--- src/design/tbpf_pkg.sv ---
// Shared types and constants for the tile background pixel fetch block.
package tbpf_pkg;

  // Video memory geometry
  localparam int unsigned MemoryBytes = 16384;
  localparam int unsigned AddrW       = 14;
  localparam int unsigned DataW       = 8;

  // Input command codes
  localparam logic CMD_WRITE = 1'b0;
  localparam logic CMD_PIXEL = 1'b1;

  // Configuration register indexes
  localparam logic CFG_PATTERN_SEL = 1'b0;
  localparam logic CFG_NAME_SEL    = 1'b1;

  // One access to the single-port video memory
  typedef struct packed {
    logic             we;
    logic             re;
    logic [AddrW-1:0] addr;
    logic [DataW-1:0] wdata;
  } ram_req_t;

  // Finished pixel handed from the sequencer to the output register
  typedef struct packed {
    logic       valid;
    logic [3:0] palette_index;
    logic [7:0] x;
    logic [7:0] y;
  } res_t;

endpackage

--- src/design/tbpf_seq.sv ---
// Fetch sequencer: walks name, attribute and both bitplane reads per pixel.
module tbpf_seq (
  input  logic                     clk_i,
  input  logic                     rst_ni,
  input  logic                     in_valid_i,
  output logic                     in_stall_o,
  input  logic                     in_cmd_i,
  input  logic [13:0]              in_mem_address_i,
  input  logic [7:0]               in_mem_byte_i,
  input  logic [7:0]               in_pixel_x_i,
  input  logic [7:0]               in_pixel_y_i,
  input  logic                     pattern_sel_i,
  input  logic [1:0]               name_sel_i,
  output tbpf_pkg::ram_req_t       ram_req_o,
  input  logic [tbpf_pkg::DataW-1:0] ram_rdata_i,
  output tbpf_pkg::res_t           res_o,
  input  logic                     res_ready_i
);

  localparam logic [2:0] ST_IDLE = 3'd0;
  localparam logic [2:0] ST_ATTR = 3'd1;
  localparam logic [2:0] ST_P0   = 3'd2;
  localparam logic [2:0] ST_P1   = 3'd3;
  localparam logic [2:0] ST_DONE = 3'd4;

  logic [2:0] state_q, state_d;
  logic [7:0] x_q, y_q;
  logic [7:0] tile_q;
  logic [1:0] quad_q;
  logic [7:0] plane0_q;
  logic       pix_accept;

  // Name table entry: 0x2000 + sel*0x400 + row*32 + col
  function automatic logic [13:0] name_addr(logic [1:0] sel, logic [7:0] px, logic [7:0] py);
    name_addr = {2'b10, sel, py[7:3], px[7:3]};
  endfunction

  // Attribute byte: 0x2000 + sel*0x400 + 0x3C0 + (row/4)*8 + col/4
  function automatic logic [13:0] attr_addr(logic [1:0] sel, logic [7:0] px, logic [7:0] py);
    attr_addr = {2'b10, sel, 4'b1111, py[7:5], px[7:5]};
  endfunction

  // Pattern row: sel*0x1000 + tile*16 + plane*8 + fine_y
  function automatic logic [13:0] pat_addr(logic sel, logic [7:0] tile, logic plane,
                                           logic [2:0] fy);
    pat_addr = {1'b0, sel, tile, plane, fy};
  endfunction

  assign in_stall_o = (state_q != ST_IDLE);
  assign pix_accept = in_valid_i && (state_q == ST_IDLE) && (in_cmd_i == tbpf_pkg::CMD_PIXEL);

  // Memory request per state
  always_comb begin
    ram_req_o       = '0;
    ram_req_o.wdata = in_mem_byte_i;
    unique case (state_q)
      ST_IDLE: begin
        if (in_valid_i) begin
          if (in_cmd_i == tbpf_pkg::CMD_WRITE) begin
            ram_req_o.we   = 1'b1;
            ram_req_o.addr = in_mem_address_i;
          end else begin
            ram_req_o.re   = 1'b1;
            ram_req_o.addr = name_addr(name_sel_i, in_pixel_x_i, in_pixel_y_i);
          end
        end
      end
      ST_ATTR: begin
        ram_req_o.re   = 1'b1;
        ram_req_o.addr = attr_addr(name_sel_i, x_q, y_q);
      end
      ST_P0: begin
        ram_req_o.re   = 1'b1;
        ram_req_o.addr = pat_addr(pattern_sel_i, tile_q, 1'b0, y_q[2:0]);
      end
      ST_P1: begin
        ram_req_o.re   = 1'b1;
        ram_req_o.addr = pat_addr(pattern_sel_i, tile_q, 1'b1, y_q[2:0]);
      end
      default: begin
      end
    endcase
  end

  // Next state
  always_comb begin
    state_d = state_q;
    unique case (state_q)
      ST_IDLE: if (pix_accept) state_d = ST_ATTR;
      ST_ATTR: state_d = ST_P0;
      ST_P0:   state_d = ST_P1;
      ST_P1:   state_d = ST_DONE;
      ST_DONE: if (res_ready_i) state_d = ST_IDLE;
      default: state_d = ST_IDLE;
    endcase
  end

  always_ff @(posedge clk_i or negedge rst_ni) begin
    if (!rst_ni) begin
      state_q <= ST_IDLE;
    end else begin
      state_q <= state_d;
    end
  end

  // Capture coordinates and read data as it returns
  always_ff @(posedge clk_i) begin
    if (pix_accept) begin
      x_q <= in_pixel_x_i;
      y_q <= in_pixel_y_i;
    end
    if (state_q == ST_ATTR) begin
      tile_q <= ram_rdata_i;
    end
    if (state_q == ST_P0) begin
      // quadrant picked by bit 1 of tile row and tile column
      case ({y_q[4], x_q[4]})
        2'b00:   quad_q <= ram_rdata_i[1:0];
        2'b01:   quad_q <= ram_rdata_i[3:2];
        2'b10:   quad_q <= ram_rdata_i[5:4];
        default: quad_q <= ram_rdata_i[7:6];
      endcase
    end
    if (state_q == ST_P1) begin
      plane0_q <= ram_rdata_i;
    end
  end

  // Bitplane 1 sits on the read port while the result waits
  assign res_o.valid         = (state_q == ST_DONE);
  assign res_o.palette_index = {quad_q, ram_rdata_i[~x_q[2:0]], plane0_q[~x_q[2:0]]};
  assign res_o.x             = x_q;
  assign res_o.y             = y_q;

endmodule

--- config.mk ---
export PLATFORM = sky130hd
export DESIGN_NAME = tbpf_seq
export DESIGN_NICKNAME = d
export VERILOG_FILES = /design/src/design/tbpf_pkg.sv /design/src/design/tbpf_seq.sv
export SDC_FILE = /design/constraint.sdc
export NUM_CORES = 1
export LEC_CHECK = 0
export ABC_AREA = 0
export BUFFER_PORTS_ARGS = -buffer_cell sky130_fd_sc_hd__buf_2
export CORE_UTILIZATION = 47
export DETAILED_ROUTE_END_ITERATION = 10
export PLACE_DENSITY = 0.95
export SYNTH_ARGS = -nofsm -noshare
export SYNTH_HDL_FRONTEND = slang
export SYNTH_SLANG_ARGS = --single-unit
--- constraint.sdc ---
create_clock -name clk_i -period 5 [get_ports clk_i]
set_clock_uncertainty 0.2 [all_clocks]
set_input_delay 0.75 -clock clk_i [delete_from_list [all_inputs] [get_ports clk_i]]
set_output_delay 0.75 -clock clk_i [all_outputs]
set_load 0.01 [all_outputs]
## Yosys cells after proc, flatten, opt, wreduce, memory -nomap -nowiden

Cells that the tools add are included.

| storage, ports and cells | value |
|---|---|
| word-level logic and storage cells | 36 |
| output and inout port bits | 46 |
| bits in registers | 37 |
| bits of input ports | 54 |

| operators by class | value |
|---|---|
| reduce and logical (&&, ||, !) cells | 6 |
| eq/ne operators | 8 |
| bitwise gates (word level) | 1 |
| order comparisons | 1 |
| muxes and demuxes | 14 |

Operator list:

| operator | count |
|---|---|
| $pmux W15 S4 | 1 |
| $mux W16 | 1 |
| $pmux W3 S5 | 1 |
| $mux W14 | 1 |
| $bmux W1 S3 | 2 |
| $eq A3 B2 Y1 const B | 2 |
| $mux W3 | 2 |
| $pmux W2 S3 | 1 |
| $mux W1 | 5 |
| $lt A3 B4 Y1 const B | 1 |
| $eq A3 B1 Y1 const B | 1 |
| $eq A3 B3 Y1 const B | 1 |
| $logic_not A3 Y1 | 1 |
| $not A3 Y3 | 1 |
| $reduce_bool A3 Y1 | 1 |
| $eq A2 B1 Y1 const B | 1 |
| $eq A2 B2 Y1 const B | 1 |
| $logic_and A1 B1 Y1 | 2 |
| $logic_not A2 Y1 | 1 |
| $ne A2 B1 Y1 const B | 1 |
| $ne A2 B2 Y1 const B | 1 |
| $reduce_and A2 Y1 | 1 |

## Longest topological paths before layout

| logic depth | value |
|---|---|
| depth after elaboration | 5 |
| mapped depth | 5 |
| mapped depth without buffers | 3 |

## Worst setup path after synthesis

OpenSTA, ideal clock, no wires.

| timing path | value |
|---|---|
| path kind | input to register |
| from | input port in_valid_i |
| to | register x_q[0] (enable) |
| buffers on the path | 1 |
| path slack | 2323 ps |
| data required time | 4411 ps |
| stages | 3 |
| library setup time | 389 ps |
| data arrival time | 2088 ps |
| cells stage by stage | or4b_4 -> buf_6 -> nor2_1 |

| on the way | value |
|---|---|
| cells in the longest elaborated chain, start to end | 2 |

Ends and longest elaborated chain:

| element | line | text |
|---|---|---|
| start, declared | tbpf_seq.sv:5 | `input logic in_valid_i,` |
| $logic_and A1 B1 Y1 (2 in a row) | tbpf_seq.sv:50 | `assign pix_accept = in_valid_i && (state_q == ST_IDLE) && (in_cmd_i == tbpf_pkg::CMD_PIXEL);` |
| net pix_accept | tbpf_seq.sv:31 | `logic pix_accept;` |
| end signal, assigned | tbpf_seq.sv:109 | `x_q <= in_pixel_x_i;` |
| end, declared | tbpf_seq.sv:27 | `logic [7:0] x_q, y_q;` |

The timed path passes the listed nets, and every way through them passes these cells.
A chain may end at the register's enable or synchronous reset.

==> flow_metrics.py <==
metrics = {
    "floorplanning": {
        "dieArea_um2": 4039,
        "die_x_um": 63.55,
        "num_rows": 21,
        "die_y_um": 63.55,
        "start_util_pct": 51.33,
        "io_pins": 100,
        "core_um2": 3468,
    },
    "yosys": {
        "yosys_register_bits": 37,
        "synth.distinct_cells": 29,
        "async_flop_share_pct": 8.108,
        "syn_area_per_cell_um2": 14.71,
        "synth_ff_type": "edfxtp_1",
        "yosysSeqAreaShare_pct": 61.56,
        "synth_edf_count": 34,
        "syn_area_um2": 1780,
        "yosysTopAreaCell": "edfxtp_1",
        "yosys.area.top_type_share_pct": 57.34,
        "yosysWarnings": 0,
        "synth_fp_nets": 175,
        "synthCells": 121,
        "synth.area.top_cells": "edfxtp_1, mux4_2, mux2i_1, dfrtp_1, buf_4",
    },
    "clocking": {
        "cts-root-buf": "clkbuf_8",
        "clk_pin_slew_ns": 0.07,
        "cts_sinks": 37,
        "htreeDepth": 2,
        "post_cts_resized": 0,
        "post_cts_buffers": 0,
        "cts_tree": "built",
        "insertion_delay_ns": 0.28,
        "cts_hold_buffers": 0,
        "clock_path_buffers": 2,
        "numCtsBuffers": 5,
    },
    "critical_path": {
        "cp-start-kind": "flip-flop",
        "path_max_fanout": 20,
        "worstSetupPathType": "flip-flop to output port",
        "worstPathArrival_ns": 2.07,
        "setup.worst_path.end_class": "output port",
        "reg2reg_slack_ns": 2.59,
        "required_ns": 4.05,
    },
    "route": {
        "drt_wl_total_um": 3949,
        "dr.pass1.iters": 4,
        "dr_total_vias": 1343,
        "final_antenna_net_count": 0,
        "drt_iter0_drc": 125,
        "routedWlPerCell_um": 16.32,
        "vias_per_cell": 5.550,
        "drc": 0,
    },
    "timing": {
        "fin_setup_tns_ns": 0,
        "finalCritPeriodShare_pct": 60.40,
        "fmax_ghz": 0.3311,
        "rsz0062_at_grt": "false",
        "slew_viol_final": 0,
        "max-slew-margin-rel_pct": 29.41,
        "hold-worst-slack_ns": 0.04995,
        "worstMarginPinSlew_ns": 1.051,
        "period_needed_ns": 3.020,
        "setup_viol": 0,
        "hold_violations": 0,
    },
    "placed_design": {
        "port_buffers": 83,
        "place_hpwl_um": 2946,
        "gp_congestion": 0.8447,
    },
    "run": {
        "max_cap_viol_count": 0,
    },
    "pwr": {
        "leakage_nw": 0.9561,
        "powerDensity_nw_per_um2": 496.7,
        "peakVddDrop_v": 0.0002504,
    },
    "global_route": {
        "grt_pass1_wl_um": 6147,
        "antenna_found_initial": 0,
        "overflow": 0,
        "track_usage_pct": 20.74,
        "grt_pass1_vias": 1272,
        "grt_max_degree": 21,
    },
    "cells_and_area": {
        "nNetsFinal": 249,
        "syn2layout_area_growth_pct": 25.23,
        "drive_gt1_share_pct": 51.53,
        "antenna_cells": 0,
    },
    "hold_path": {
        "hp-class": "input port to asynchronous set/reset pin",
    },
    "outcome": {
        "status": "complete, no violations",
    },
}
==> report_power, final <==
part	internal, mW	leakage (nW)	switching [mW]
sequential	0.419	0.350	0.0693
clock	0.0964	0.0450	0.0966
combinational	0.194	0.561	0.232
==> sequential cells by signal (all words and copies together), names as in the netlist <==
register and cells:
x_q 8, y_q 8, quad_q 2, plane0_q 8
tile_q 8, state_q 3
==> Yosys cell counts, drive strengths merged (2+ instances only) <==
| master | n |
|---|---|
| a211oi | 2 |
| a21oi | 6 |
| a221o | 2 |
| a22oi | 5 |
| and2 | 5 |
| buf | 15 |
| clkbuf | 2 |
| dfrtp | 3 |
| edfxtp | 34 |
| inv | 3 |
| mux2 | 2 |
| mux2i | 10 |
| mux4 | 6 |
| nor2 | 5 |
| nor2b | 2 |
| nor3 | 2 |
| o22ai | 9 |
==> path summary, 6_finish.rpt <==
path / start / endpoint / depth (start not counted)
setup / recovery: state_q[2] / ram_req_o[18] / 4
hold / removal: rst_ni / state_q[2] / 1
setup reg to reg: state_q[2] / x_q[7] / 3
hold reg to reg: state_q[0] / state_q[0] / 1
max in group asynchronous: rst_ni / state_q[0] / 1
min in group clk_i: state_q[0] / state_q[0] / 1
==> per-layer routing <==
layer / GRT usage (%) / share of wire [%] / up-vias / wire (um)
li1: - / - / 612 / -
met2: 33.24 / 51 / 87 / 2000
met4: 7.670 / 0 / 0 / 0
met3: 5.797 / 9.8 / 0 / 387
met1: 26.72 / 40 / 644 / 1562
met5: 0 / 0 / - / 0
==> cell type report <==
cell class              count  area (um^2)
clock buffers               6        72.57
clock inverters             2        10.01
fillers                   279         1239
inverters                   3        11.26
multi-input cells          64        559.3
flip-flops and latches     37         1096
well taps                  46        57.56
repair buffers             84        422.9
==> cell usage in the layout (no fill, tap or decap), types with 4 or more instances in the layout <==
| cell | instances |
|---|---|
| a21oi_1 | 6 |
| a22oi_1 | 5 |
| and2_1 | 5 |
| buf_2 | 83 |
| clkbuf_8 | 5 |
| edfxtp_1 | 34 |
| mux2i_1 | 10 |
| mux4_2 | 6 |
| nor2_1 | 4 |
| o22ai_1 | 9 |
==> cell families (layout without fill, tap and decap cells) <==
group           Yosys count  after routing  synth area share, %
buf+inv                  20             95                7.027
compound gates           28             28                10.61
simple gates             17             17                5.832
xor+xnor                  1              1               0.4920
mux                      18             18                14.48
flops                    37             37                61.56
==> per-stage QoR <==
stage / cells / setup WS [ns] / util, % / power [mW] / instance area, um^2
floorplan: 121 / 2.323 / - / 0.7706 / 1780
global placement: 234 / 2.181 / 61.90 / 0.9065 / 2147
detailed placement: 234 / 2.092 / 61.90 / 0.9184 / 2147
CTS: 242 / 1.997 / 64.29 / 1.110 / 2230
global route: 242 / 1.825 / 64.29 / 1.169 / 2230
finish: 242 / 1.980 / 64.29 / 1.108 / 2230
==> worst max-delay path, stage by stage (launching register included) <==
cell and delay [ns]:
dfrtp_1 0.60, or4b_4 0.74, nor2_4 0.16, a221o_1 0.16
buf_2 0.12
(Power assumes the default switching activity.)
